$ cat config.mk
export PLATFORM = sky130hd
export DESIGN_NAME = civil_date_day_offset
export DESIGN_NICKNAME = d
export VERILOG_FILES = /design/src/rtl/cddo_pkg.sv /design/src/rtl/cddo_pipe.sv /design/src/rtl/civil_date_day_offset.sv
export SDC_FILE = /design/constraint.sdc
export NUM_CORES = 2
export LEC_CHECK = 0
export ABC_AREA = 1
export BUFFER_PORTS_ARGS = -buffer_cell sky130_fd_sc_hd__buf_4
export CAP_MARGIN = 0
export CORE_MARGIN = 2
export CORE_UTILIZATION = 55
export DETAILED_ROUTE_END_ITERATION = 7
export GPL_ROUTABILITY_DRIVEN = 0
export GPL_TIMING_DRIVEN = 0
export HOLD_SLACK_MARGIN = 0.08
export PLACE_DENSITY = 0.72
export SYNTH_ARGS = -nofsm -noshare
export SYNTH_HDL_FRONTEND = slang
export SYNTH_HIERARCHICAL = 1
export SYNTH_SLANG_ARGS = --single-unit
$ cat constraint.sdc
create_clock -name aclk -period 73.6 [get_ports aclk]
set_input_delay 7.36 -clock aclk [delete_from_list [all_inputs] [get_ports aclk]]
set_output_delay 7.36 -clock aclk [all_outputs]
set_load 0.01 [all_outputs]
$ cat src/rtl/cddo_pkg.sv
// Shared types, field widths and constant tables for the civil date day offset block.
// Used by cddo_pipe and civil_date_day_offset; depends on nothing else.
package cddo_pkg;

    localparam int YearW   = 12;
    localparam int MonthW  = 4;
    localparam int DayW    = 5;
    localparam int OffsetW = 18;
    localparam int JdnW    = 22;

    // tdata widths, rounded up to whole bytes
    localparam int InDataW  = 40;
    localparam int OutDataW = 48;

    // day number of the epoch, half-day already folded in
    localparam logic [20:0] JdnBase = 21'd1721014;

    typedef struct packed {
        logic [YearW-1:0]          year;
        logic [MonthW-1:0]         month;
        logic [DayW-1:0]           day_of_month;
        logic signed [OffsetW-1:0] day_offset;
    } item_t;

    typedef struct packed {
        logic [YearW-1:0]  new_year;
        logic [MonthW-1:0] new_month;
        logic [DayW-1:0]   new_day;
        logic [JdnW-1:0]   day_number;
        logic              out_of_range;
    } res_t;

    // (month + 9) / 12
    function automatic logic [1:0] month_carry(input logic [MonthW-1:0] m);
        logic [1:0] r;
        if (m inside {[4'd3:4'd14]}) begin
            r = 2'd1;
        end else if (m == 4'd15) begin
            r = 2'd2;
        end else begin
            r = 2'd0;
        end
        return r;
    endfunction

    // (275 * month) / 9
    function automatic logic [8:0] days_before(input logic [MonthW-1:0] m);
        logic [8:0] r;
        case (m)
            4'd0:    r = 9'd0;
            4'd1:    r = 9'd30;
            4'd2:    r = 9'd61;
            4'd3:    r = 9'd91;
            4'd4:    r = 9'd122;
            4'd5:    r = 9'd152;
            4'd6:    r = 9'd183;
            4'd7:    r = 9'd213;
            4'd8:    r = 9'd244;
            4'd9:    r = 9'd275;
            4'd10:   r = 9'd305;
            4'd11:   r = 9'd336;
            4'd12:   r = 9'd366;
            4'd13:   r = 9'd397;
            4'd14:   r = 9'd427;
            4'd15:   r = 9'd458;
            default: r = 9'd0;
        endcase
        return r;
    endfunction

    // (2447 * j) / 80, start of month j in the March-based year
    function automatic logic [8:0] month_base(input logic [3:0] j);
        logic [8:0] r;
        case (j)
            4'd0:    r = 9'd0;
            4'd1:    r = 9'd30;
            4'd2:    r = 9'd61;
            4'd3:    r = 9'd91;
            4'd4:    r = 9'd122;
            4'd5:    r = 9'd152;
            4'd6:    r = 9'd183;
            4'd7:    r = 9'd214;
            4'd8:    r = 9'd244;
            4'd9:    r = 9'd275;
            4'd10:   r = 9'd305;
            4'd11:   r = 9'd336;
            4'd12:   r = 9'd367;
            4'd13:   r = 9'd397;
            4'd14:   r = 9'd428;
            4'd15:   r = 9'd458;
            default: r = 9'd0;
        endcase
        return r;
    endfunction

endpackage

$ cat src/rtl/cddo_pipe.sv
// Sixteen-stage arithmetic pipeline: date to day number, offset, day number back to date.
// Depends on cddo_pkg; all stages advance together on en.
module cddo_pipe (
    input  logic             aclk,
    input  logic             aresetn,
    input  logic             en,
    input  logic             in_valid,
    input  cddo_pkg::item_t  in_item,
    output logic             out_valid,
    output cddo_pkg::res_t   out_res
);

    localparam int Stages = 16;

    typedef struct packed {
        logic [cddo_pkg::YearW-1:0]  year;
        logic [cddo_pkg::MonthW-1:0] month;
        logic [cddo_pkg::DayW-1:0]   day;
    } side_t;

    logic [Stages:1] v_reg;

    side_t                       side_reg [1:15];
    logic [cddo_pkg::JdnW-1:0]   jdn_reg  [2:15];

    // stage 1: date terms
    logic [20:0] a1_next, a1_reg;
    logic [12:0] b1_next, b1_reg;
    logic [20:0] c1_next, c1_reg;
    logic signed [cddo_pkg::OffsetW-1:0] off1_reg, off2_reg;
    logic [12:0] ys;
    logic [14:0] y7;
    logic        cent;
    // stage 2/3
    logic [21:0] jdn_next;
    logic [21:0] la3_next, la3_reg;
    // stages 4..7: n = 4l / 146097
    logic [30:0] p1;
    logic [6:0]  nq4_reg, nq5_reg, n6_next, n6_reg, n7_reg, n8_reg, n9_reg, n10_reg;
    logic [6:0]  n11_reg, n12_reg, n13_reg, n14_reg;
    logic [21:0] la4_reg, la5_reg, la6_reg;
    logic [24:0] nqd5_next, nqd5_reg, rem1, p6_next, p6_reg, pp7;
    logic        c1;
    logic [15:0] lb7_next, lb7_reg, lb8_reg, lb9_reg, lb10_reg;
    // stages 8..10: i = 4000 (l + 1) / 1461001
    logic [16:0] lb1;
    logic [27:0] x2_next, x2_8_reg, x2_9_reg, iqd9_next, iqd9_reg, rem2;
    logic [36:0] p2;
    logic [6:0]  iq8_reg, iq9_reg, i10_next, i10_reg, i11_reg, i12_reg, i13_reg, i14_reg;
    // stage 11
    logic [17:0] q11;
    logic [16:0] lc_sum;
    logic [9:0]  lc11_reg, lc12_reg, lc13_reg, lc14_reg;
    // stages 12..14: j = 80 l / 2447
    logic [16:0] x3;
    logic [20:0] jp;
    logic [14:0] x3_12_reg, x3_13_reg;
    logic [3:0]  jq12_reg, jq13_reg, j14_next, j14_reg;
    logic [15:0] jqd13_next, jqd13_reg, rem3;
    // stage 15/16
    logic [9:0]  kdiff;
    logic        l4;
    logic [4:0]  k15_reg;
    logic [3:0]  mon15_next, mon15_reg;
    logic [15:0] yr15_next, yr15_reg;
    logic        oor;
    cddo_pkg::res_t res_next, res_reg;

    always_comb begin
        cent = !((in_item.year > 12'd1900) ||
                 ((in_item.year == 12'd1900) && (in_item.month >= 4'd3)));
        a1_next = 21'(in_item.year) * 21'd367;
        ys      = 13'(in_item.year) + 13'(cddo_pkg::month_carry(in_item.month));
        y7      = 15'(ys) * 15'd7;
        b1_next = y7[14:2];
        c1_next = 21'(cddo_pkg::days_before(in_item.month)) + 21'(in_item.day_of_month)
                + cddo_pkg::JdnBase + 21'(cent);

        jdn_next = 22'(a1_reg) - 22'(b1_reg) + 22'(c1_reg);
        la3_next = jdn_reg[2] + 22'(off2_reg) + 22'd68569;

        // reciprocal of 146097 at 2^-24, times 4; may come out one low
        p1 = 31'(la3_reg) * 31'd456;

        nqd5_next = 25'(nq4_reg) * 25'd146097;
        rem1      = 25'({la5_reg, 2'b00}) - nqd5_reg;
        c1        = rem1 >= 25'd146097;
        n6_next   = nq5_reg + 7'(c1);
        p6_next   = nqd5_reg + (c1 ? 25'd146097 : 25'd0);

        pp7      = p6_reg + 25'd3;
        lb7_next = 16'(la6_reg - 22'(pp7[24:2]));

        // 4000 * 183 folded into one constant
        lb1     = 17'(lb7_reg) + 17'd1;
        x2_next = 28'(lb1) * 28'd4000;
        p2      = 37'(lb1) * 37'd732000;

        iqd9_next = 28'(iq8_reg) * 28'd1461001;
        rem2      = x2_9_reg - iqd9_reg;
        i10_next  = iq9_reg + 7'(rem2 >= 28'd1461001);

        q11    = 18'(i10_reg) * 18'd1461;
        lc_sum = 17'(lb10_reg) - 17'(q11[17:2]) + 17'd31;

        x3 = 17'(lc11_reg) * 17'd80;
        jp = 21'(lc11_reg) * 21'd1040;

        jqd13_next = 16'(jq12_reg) * 16'd2447;
        rem3       = 16'(x3_13_reg) - jqd13_reg;
        j14_next   = jq13_reg + 4'(rem3 >= 16'd2447);

        kdiff      = lc14_reg - 10'(cddo_pkg::month_base(j14_reg));
        l4         = j14_reg >= 4'd11;
        mon15_next = j14_reg + 4'd2 - (l4 ? 4'd12 : 4'd0);
        yr15_next  = 16'(n14_reg) * 16'd100 + 16'(i14_reg) + 16'(l4) - 16'd4900;

        oor = ($signed(yr15_reg) < 16'sd1901) || ($signed(yr15_reg) > 16'sd2099);
        res_next.new_year     = oor ? side_reg[15].year  : yr15_reg[11:0];
        res_next.new_month    = oor ? side_reg[15].month : mon15_reg;
        res_next.new_day      = oor ? side_reg[15].day   : k15_reg;
        res_next.day_number   = jdn_reg[15];
        res_next.out_of_range = oor;
    end

    always_ff @(posedge aclk) begin
        if (!aresetn) begin
            v_reg <= '0;
        end else if (en) begin
            v_reg <= {v_reg[Stages-1:1], in_valid};
        end
    end

    always_ff @(posedge aclk) begin
        if (en) begin
            side_reg[1] <= '{year: in_item.year, month: in_item.month,
                             day: in_item.day_of_month};
            for (int s = 2; s <= 15; s++) begin
                side_reg[s] <= side_reg[s-1];
            end
            jdn_reg[2] <= jdn_next;
            for (int s = 3; s <= 15; s++) begin
                jdn_reg[s] <= jdn_reg[s-1];
            end

            a1_reg   <= a1_next;
            b1_reg   <= b1_next;
            c1_reg   <= c1_next;
            off1_reg <= in_item.day_offset;
            off2_reg <= off1_reg;

            la3_reg <= la3_next;

            la4_reg <= la3_reg;
            nq4_reg <= p1[30:24];

            la5_reg  <= la4_reg;
            nq5_reg  <= nq4_reg;
            nqd5_reg <= nqd5_next;

            la6_reg <= la5_reg;
            n6_reg  <= n6_next;
            p6_reg  <= p6_next;

            lb7_reg <= lb7_next;
            n7_reg  <= n6_reg;

            lb8_reg  <= lb7_reg;
            n8_reg   <= n7_reg;
            x2_8_reg <= x2_next;
            iq8_reg  <= p2[34:28];

            lb9_reg  <= lb8_reg;
            n9_reg   <= n8_reg;
            x2_9_reg <= x2_8_reg;
            iq9_reg  <= iq8_reg;
            iqd9_reg <= iqd9_next;

            lb10_reg <= lb9_reg;
            n10_reg  <= n9_reg;
            i10_reg  <= i10_next;

            lc11_reg <= lc_sum[9:0];
            i11_reg  <= i10_reg;
            n11_reg  <= n10_reg;

            lc12_reg  <= lc11_reg;
            i12_reg   <= i11_reg;
            n12_reg   <= n11_reg;
            x3_12_reg <= x3[14:0];
            jq12_reg  <= jp[18:15];

            lc13_reg   <= lc12_reg;
            i13_reg    <= i12_reg;
            n13_reg    <= n12_reg;
            x3_13_reg  <= x3_12_reg;
            jq13_reg   <= jq12_reg;
            jqd13_reg  <= jqd13_next;

            lc14_reg <= lc13_reg;
            i14_reg  <= i13_reg;
            n14_reg  <= n13_reg;
            j14_reg  <= j14_next;

            k15_reg   <= kdiff[4:0];
            mon15_reg <= mon15_next;
            yr15_reg  <= yr15_next;

            res_reg <= res_next;
        end
    end

    assign out_valid = v_reg[Stages];
    assign out_res   = res_reg;

endmodule

$ cat src/rtl/civil_date_day_offset.sv
// Usage
// Shifts a Gregorian date by a signed number of days and returns the new date together
// with the Julian day number of the starting date.
// Input channel s_*: one item per handshake, tdata holds year, month, day and offset.
// Result channel m_*: exactly one item per input item, in order; tuser flags a shifted
// year outside 1901..2099, in which case the date fields repeat the input date.
// Throughput: one item per cycle while the receiver does not stall, set by the 16-stage
// arithmetic pipeline with its constant-reciprocal divide steps.
// Reset (aresetn low, synchronous) empties the pipeline and the input holding register;
// no results are pending afterwards.
// When the receiver stalls, the whole pipeline holds; one further item is taken into a
// holding register, then s_tready drops until the stall clears. Nothing is lost or
// repeated.
// Depends on cddo_pkg and cddo_pipe.
module civil_date_day_offset (
    input  logic                           aclk,
    input  logic                           aresetn,
    input  logic                           s_tvalid,
    output logic                           s_tready,
    // year[11:0], month[15:12], day_of_month[20:16], day_offset[38:21], zero pad
    input  logic [cddo_pkg::InDataW-1:0]   s_tdata,
    output logic                           m_tvalid,
    input  logic                           m_tready,
    // new_year[11:0], new_month[15:12], new_day[20:16], day_number[42:21], zero pad
    output logic [cddo_pkg::OutDataW-1:0]  m_tdata,
    // out_of_range
    output logic                           m_tuser
);

    cddo_pkg::item_t s_item;
    cddo_pkg::item_t skid_reg;
    cddo_pkg::item_t feed_item;
    cddo_pkg::res_t  res;
    logic            skid_v_reg, skid_v_next;
    logic            adv, feed_valid;

    always_comb begin
        s_item.year         = s_tdata[11:0];
        s_item.month        = s_tdata[15:12];
        s_item.day_of_month = s_tdata[20:16];
        s_item.day_offset   = $signed(s_tdata[38:21]);
    end

    assign s_tready   = !skid_v_reg;
    assign adv        = !m_tvalid || m_tready;
    assign feed_valid = skid_v_reg || s_tvalid;
    assign feed_item  = skid_v_reg ? skid_reg : s_item;

    always_comb begin
        skid_v_next = skid_v_reg;
        if (adv) begin
            skid_v_next = 1'b0;
        end else if (s_tvalid && s_tready) begin
            skid_v_next = 1'b1;
        end
    end

    always_ff @(posedge aclk) begin
        if (!aresetn) begin
            skid_v_reg <= 1'b0;
        end else begin
            skid_v_reg <= skid_v_next;
        end
    end

    // holding register only loads while the pipeline is stalled
    always_ff @(posedge aclk) begin
        if (!adv && s_tvalid && s_tready) begin
            skid_reg <= s_item;
        end
    end

    cddo_pipe u_pipe (
        .aclk      (aclk),
        .aresetn   (aresetn),
        .en        (adv),
        .in_valid  (feed_valid),
        .in_item   (feed_item),
        .out_valid (m_tvalid),
        .out_res   (res)
    );

    assign m_tdata = {5'b0, res.day_number, res.new_day, res.new_month, res.new_year};
    assign m_tuser = res.out_of_range;

endmodule

# Yosys cells after proc, flatten, opt, wreduce, memory -nomap -nowiden

Memory sizes are Yosys's and may differ from the RTL's. A register that Yosys moved wholly into a read port is not among the register bits.
Index checks and enable logic that the tools add are counted.

$add $sub $neg: 26
Multiply operators: 12
Divide/modulo/power cells: 0
$lt $le $gt $ge: 9
Eq/ne operators: 2
Shift operators: 0
Multiplexer cells: 11
Bitwise gates (word level): 1
Reductions and logical operators: 14

Operators with widths:

| kind                                                                               | number |
|---|---|
| 39-bit 2-to-1 mux                                                                  | 1 |
| 17-bit by 15-bit multiplier with 30-bit output (second input constant)             | 1 |
| 28-bit by 21-bit >= comparator with 1-bit output (second input constant)           | 1 |
| 22-bit by 6-bit multiplier with 28-bit output (second input constant)              | 1 |
| 7-bit by 21-bit multiplier with 28-bit output (second input constant)              | 1 |
| 28-bit subtractor                                                                  | 1 |
| 25-bit by 18-bit >= comparator with 1-bit output (second input constant)           | 1 |
| 7-bit by 18-bit multiplier with 25-bit output (second input constant)              | 1 |
| 24-bit by 25-bit subtractor with 25-bit output                                     | 1 |
| 17-bit by 7-bit multiplier with 23-bit output (second input constant)              | 1 |
| 22-bit by 17-bit adder with 22-bit output (second input constant)                  | 1 |
| 22-bit by 21-bit adder with 22-bit output                                          | 1 |
| 22-bit adder                                                                       | 1 |
| 21-bit by 13-bit subtractor with 22-bit output                                     | 1 |
| 21-bit by 1-bit adder with 21-bit output                                           | 1 |
| 21-bit adder (second input constant)                                               | 1 |
| 12-bit by 9-bit multiplier with 21-bit output (second input constant)              | 1 |
| 18-bit adder                                                                       | 1 |
| 18-bit by 2-bit adder with 18-bit output (second input constant)                   | 1 |
| 18-bit 2-to-1 mux                                                                  | 1 |
| 16-bit by 1-bit adder with 17-bit output (second input constant)                   | 1 |
| 16-bit by 1-bit adder with 16-bit output                                           | 1 |
| 16-bit by 12-bit >= comparator with 1-bit output (second input constant)           | 1 |
| 16-bit by 13-bit greater-than comparator with 1-bit output (second input constant) | 1 |
| other kinds (36)                                                                   | 51 |

Register bits: 640
Bits in latches: 0
RAM bits: 623
Bits in read-only memories: 288
Word-level logic and storage cells: 138
Memories: 4

Memories:

| memory           | words | width | rd ports | clocked after Yosys merged registers in | wr ports | RTL line        | text |
|---|---|---|---|---|---|---|---|
| u_pipe.side_reg  | 15    | 21    | 15       | 0                                       | 15       | cddo_pipe.sv:23 | `side_t side_reg [1:15];` |
| u_pipe.jdn_reg   | 14    | 22    | 14       | 1                                       | 14       | cddo_pipe.sv:24 | `logic [cddo_pkg::JdnW-1:0] jdn_reg [2:15];` |
| (name not given) | 16    | 9     | 1        | 0                                       | 0        | cddo_pkg.sv:49  | `case (m)` |
| (name not given) | 16    | 9     | 1        | 1                                       | 0        | cddo_pkg.sv:74  | `case (j)` |

# Logic depth before layout (Yosys ltp)

Depth in word-level cells: 6
Mapped depth: 32
Mapped depth without buffers: 32

# Cells and area by module

Netlist, hierarchy kept.

Modules (own cells, without submodules):

| module                | times used | cells an instance | area each (um^2) | sequential area each (um^2) |
|---|---|---|---|---|
| cddo_pipe             | 1          | 5511              | 67044.3          | 36515.0 |
| civil_date_day_offset | 1          | 181               | 1860.5           | 1191.1 |

# Least setup slack after synthesis

No wires, ideal clock.

Kind: input-to-reg
From: input m_tready
To: register skid_reg[0] (netlist bit), enable pin
Setup time: 3356 ps
Arrival time: 47221 ps
Required time: 70244 ps
Slack: 23023 ps
Stages: 3
Buffers on the path: 0
Cell sequence: inv_1 > nand2_1 > nor2_1

Word-level cells in the longest chain between the ends: 4

RTL lines:

| element                         | RTL line                    | text |
|---|---|---|
| start, declared                 | civil_date_day_offset.sv:23 | `input logic m_tready,` |
| 1-bit logical OR                | civil_date_day_offset.sv:45 | `assign adv = !m_tvalid \|\| m_tready;` |
| via adv                         | civil_date_day_offset.sv:35 | `logic adv, feed_valid;` |
| 1-bit logical NOT               | civil_date_day_offset.sv:68 | `if (!adv && s_tvalid && s_tready) begin` |
| 1-bit logical AND (2 in series) | civil_date_day_offset.sv:68 |  |
| end signal, assigned            | civil_date_day_offset.sv:69 | `skid_reg <= s_item;` |
| end, declared                   | civil_date_day_offset.sv:31 | `cddo_pkg::item_t skid_reg;` |

The timed path passes the listed nets, and every way through them passes these cells.
A chain may end at the register's enable or synchronous reset.

==> results_dict.tcl <==
set metrics [dict create \
    hold_depth 0 \
    synth_cell_types 64 \
    syn_inst 5692 \
    core_sq_um 124000 \
    yosysTopAreaCell "edfxtp_1" \
    status "finished clean" \
    finalInstanceArea_sq_um 76000 \
    postCtsResizedCells 0 \
    hp-class "flop to flop" \
    cp_max_fo 11 \
    drive_above_1_share 0.0597 \
    cts_sinks 1263 \
    cts_buffers 118 \
    syn_avg_cell_area_sq_um 12.1 \
    cp-start-kind "primary input" \
    dp.cells 7441 \
    rrSetupSlack_ps 66030 \
    tightestPinTransition_ps 1060 \
    drtAntennaViolNets 0 \
    ys.flop_type "edfxtp_1" \
    synth_most_common_cell "edfxtp_1" \
    cp.required_ps 74080 \
    die_h_microns 358 \
    postCtsSetupRepairBufs 0 \
    syn2layout_area_growth_pct 10.4 \
    clockBufferDepth 3 \
    synth.area.mux_share 0.00234 \
    min_period_ps 11590 \
    wl_microns 124000 \
    htreeDepth 3 \
    gr-total-overflow 0 \
    die_w_microns 358 \
    fin_cells 7665 \
    via_count 39573 \
    io_pins 95 \
    clock_latency_ps 750 \
    placed_area_sq_um 72200 \
    grt_pass1_vias 39519 \
    slowest_delay_ps 560 \
    hpwlAfterDp_microns 94400 \
    skew_ps 50.0 \
    r2r_start "u_pipe/lb7_reg[0]" \
    yosys.area_share.simple 0.0871 \
    arrival_ps 12080 \
    hold_viol 0 \
    antenna_found_initial 2 \
    cp-end-kind "flop" \
    ys_ff_latch 1263 \
    avgViaCountPerCell 5.16 \
    cts.hold.buffers_added 0 \
    synth_xor_area_frac 0.0445 \
    maxCapViolations 0 \
    drc_errors 0 \
    synth_top_family_by_area "adder cells" \
    hp-start "u_pipe/off1_reg[17]" \
    setup_viol 0 \
    largest_register_ff_count 314 \
    slowest_stage "ha_1" \
    synth_compound_area_frac 0.0491 \
    holdPathEnd "u_pipe/off2_reg[17]" \
    grt_pass1_wl_microns 200000 \
    tritoncts "built" \
    slew_headroom 0.293 \
    grt_max_degree 78 \
    ys_top_cells_by_count "edfxtp_1, inv_1, nand2_1" \
    num_antenna_cells 0 \
    clkSlewWorstSetupHoldPaths_ps 60 \
    path_cells "buf_4 > nand2_2 > nand2_1 > ha_1 > inv_1 > fa_1 > inv_1 > fa_1 > fa_1 > ha_1 > nand4_1 > o21ai_0 > a21o_1 > a21oi_1 > o21ai_0 > nand3_1 > nand3_1 > nand2_1" \
    dieArea_sq_um 128000 \
    synth_top_area_share 0.541 \
    cts_root_buf "clkbuf_16" \
    netlist_area_sq_um 68900 \
    track_usage 0.198 \
    wire_per_inst_microns 16.2 \
    synth_fa_ha_area_frac 0.211 \
    drt-initial-drc-count 2765 \
    io_buffers 88 \
    rsz0062_at_grt "false" \
    start_util 0.556 \
    ys.warnings.count 6 \
    fmax_ghz 0.0863 \
    rows 129 \
    synthArstFlopShare 0 \
    synthTopCellsByArea "edfxtp_1, ha_1, fa_1" \
    first_pass_iters 8 \
    finalCritPeriodShare 0.158 \
    synth_edf_count 1241 \
    crit_top_cell "fa_1" \
    yosysSeqAreaShare 0.547 \
    fin_nets 6959 \
    crit_type "primary input to flop" \
    drv_slew 0 \
    r2r_end "u_pipe/iq8_reg[1]" \
    ff2ff_path_depth 31 \
]
[through the flow]
stage	hold WS, ps	setup WS [ps]	TNS, ps	util
after CTS	400	62050	0	0.613
after detailed placement	405	61270	0	0.582
after floorplan	400	23020	0	-
after global placement	401	-3160	-122710	0.578
final	402	62010	0	0.613
after global routing	406	61710	0	0.613
[area by class of cell]
class                   instances  area, sq um
plain buffers                  21          183
clock buffers                 141         3060
clock inverters                83          797
fillers                      9425        47900
inverters                    1028         3870
multi-input cells            3384        27200
flip-flops and latches       1263        37700
well taps                    1637         2050
repair buffers                108         1200
[cells by family (layout without fill, tap and decap cells)]
group                    count (synthesis)  in the layout
flip-flops                            1263           1263
XOR/XNOR                               345            345
buffers and inverters                 1049           1381
adder cells (fa/ha/maj)                991            991
multiplexers                            16             16
other                                    1              5
AND/OR/NAND/NOR                       1428           1428
AO/OA/AOI/OAI                          599            599
[per-layer routing]
layer  wire length, microns  vias to the layer above  track usage
met5                     20                        -            0
met3                   5400                      226       0.0315
met1                  53700                    18768        0.257
met4                   4320                        2       0.0700
met2                  60500                      871        0.338
li1                       -                    19706            -
[cells in the final DEF (no fill, tap or decap), drive strengths merged, types with 29 or more instances in the layout]
| cell | n |
|---|---|
| clkbuf | 146 |
| o21ai | 162 |
| nand3 | 176 |
| ha | 706 |
| nor2 | 300 |
| nand2 | 821 |
| nand4 | 32 |
| a21o | 29 |
| xnor2 | 101 |
| buf | 124 |
| inv | 1036 |
| edfxtp | 1241 |
| nor3 | 43 |
| xor2 | 244 |
| a21oi | 289 |
| fa | 285 |
| clkinv | 58 |
[how the worst max path moves through the flow]
stage                        end        from  slack [ps]  cells after the start
6_report       u_pipe/a1_reg[18]  s_tdata[2]       62010                     18
5_1_grt        u_pipe/a1_reg[18]  s_tdata[2]       61710                     23
4_1_cts        u_pipe/a1_reg[18]  s_tdata[6]       62050                     18
3_5_place_dp   u_pipe/a1_reg[18]  s_tdata[2]       61270                     23
3_3_place_gp        skid_reg[30]    m_tready       -3160                      4
2_1_floorplan        skid_reg[0]    m_tready       23020                      3
[worst max-delay path: cells and delay by family]
kind | cells | cell delay [ps]
fa+ha+maj | 5 | 2510
compound gates | 4 | 980
simple gates | 6 | 970
buf+inv | 3 | 240
Power is left out: the tool's default activity adds up to more than one toggle a clock period on the data nets, which glitch-free logic cannot reach.
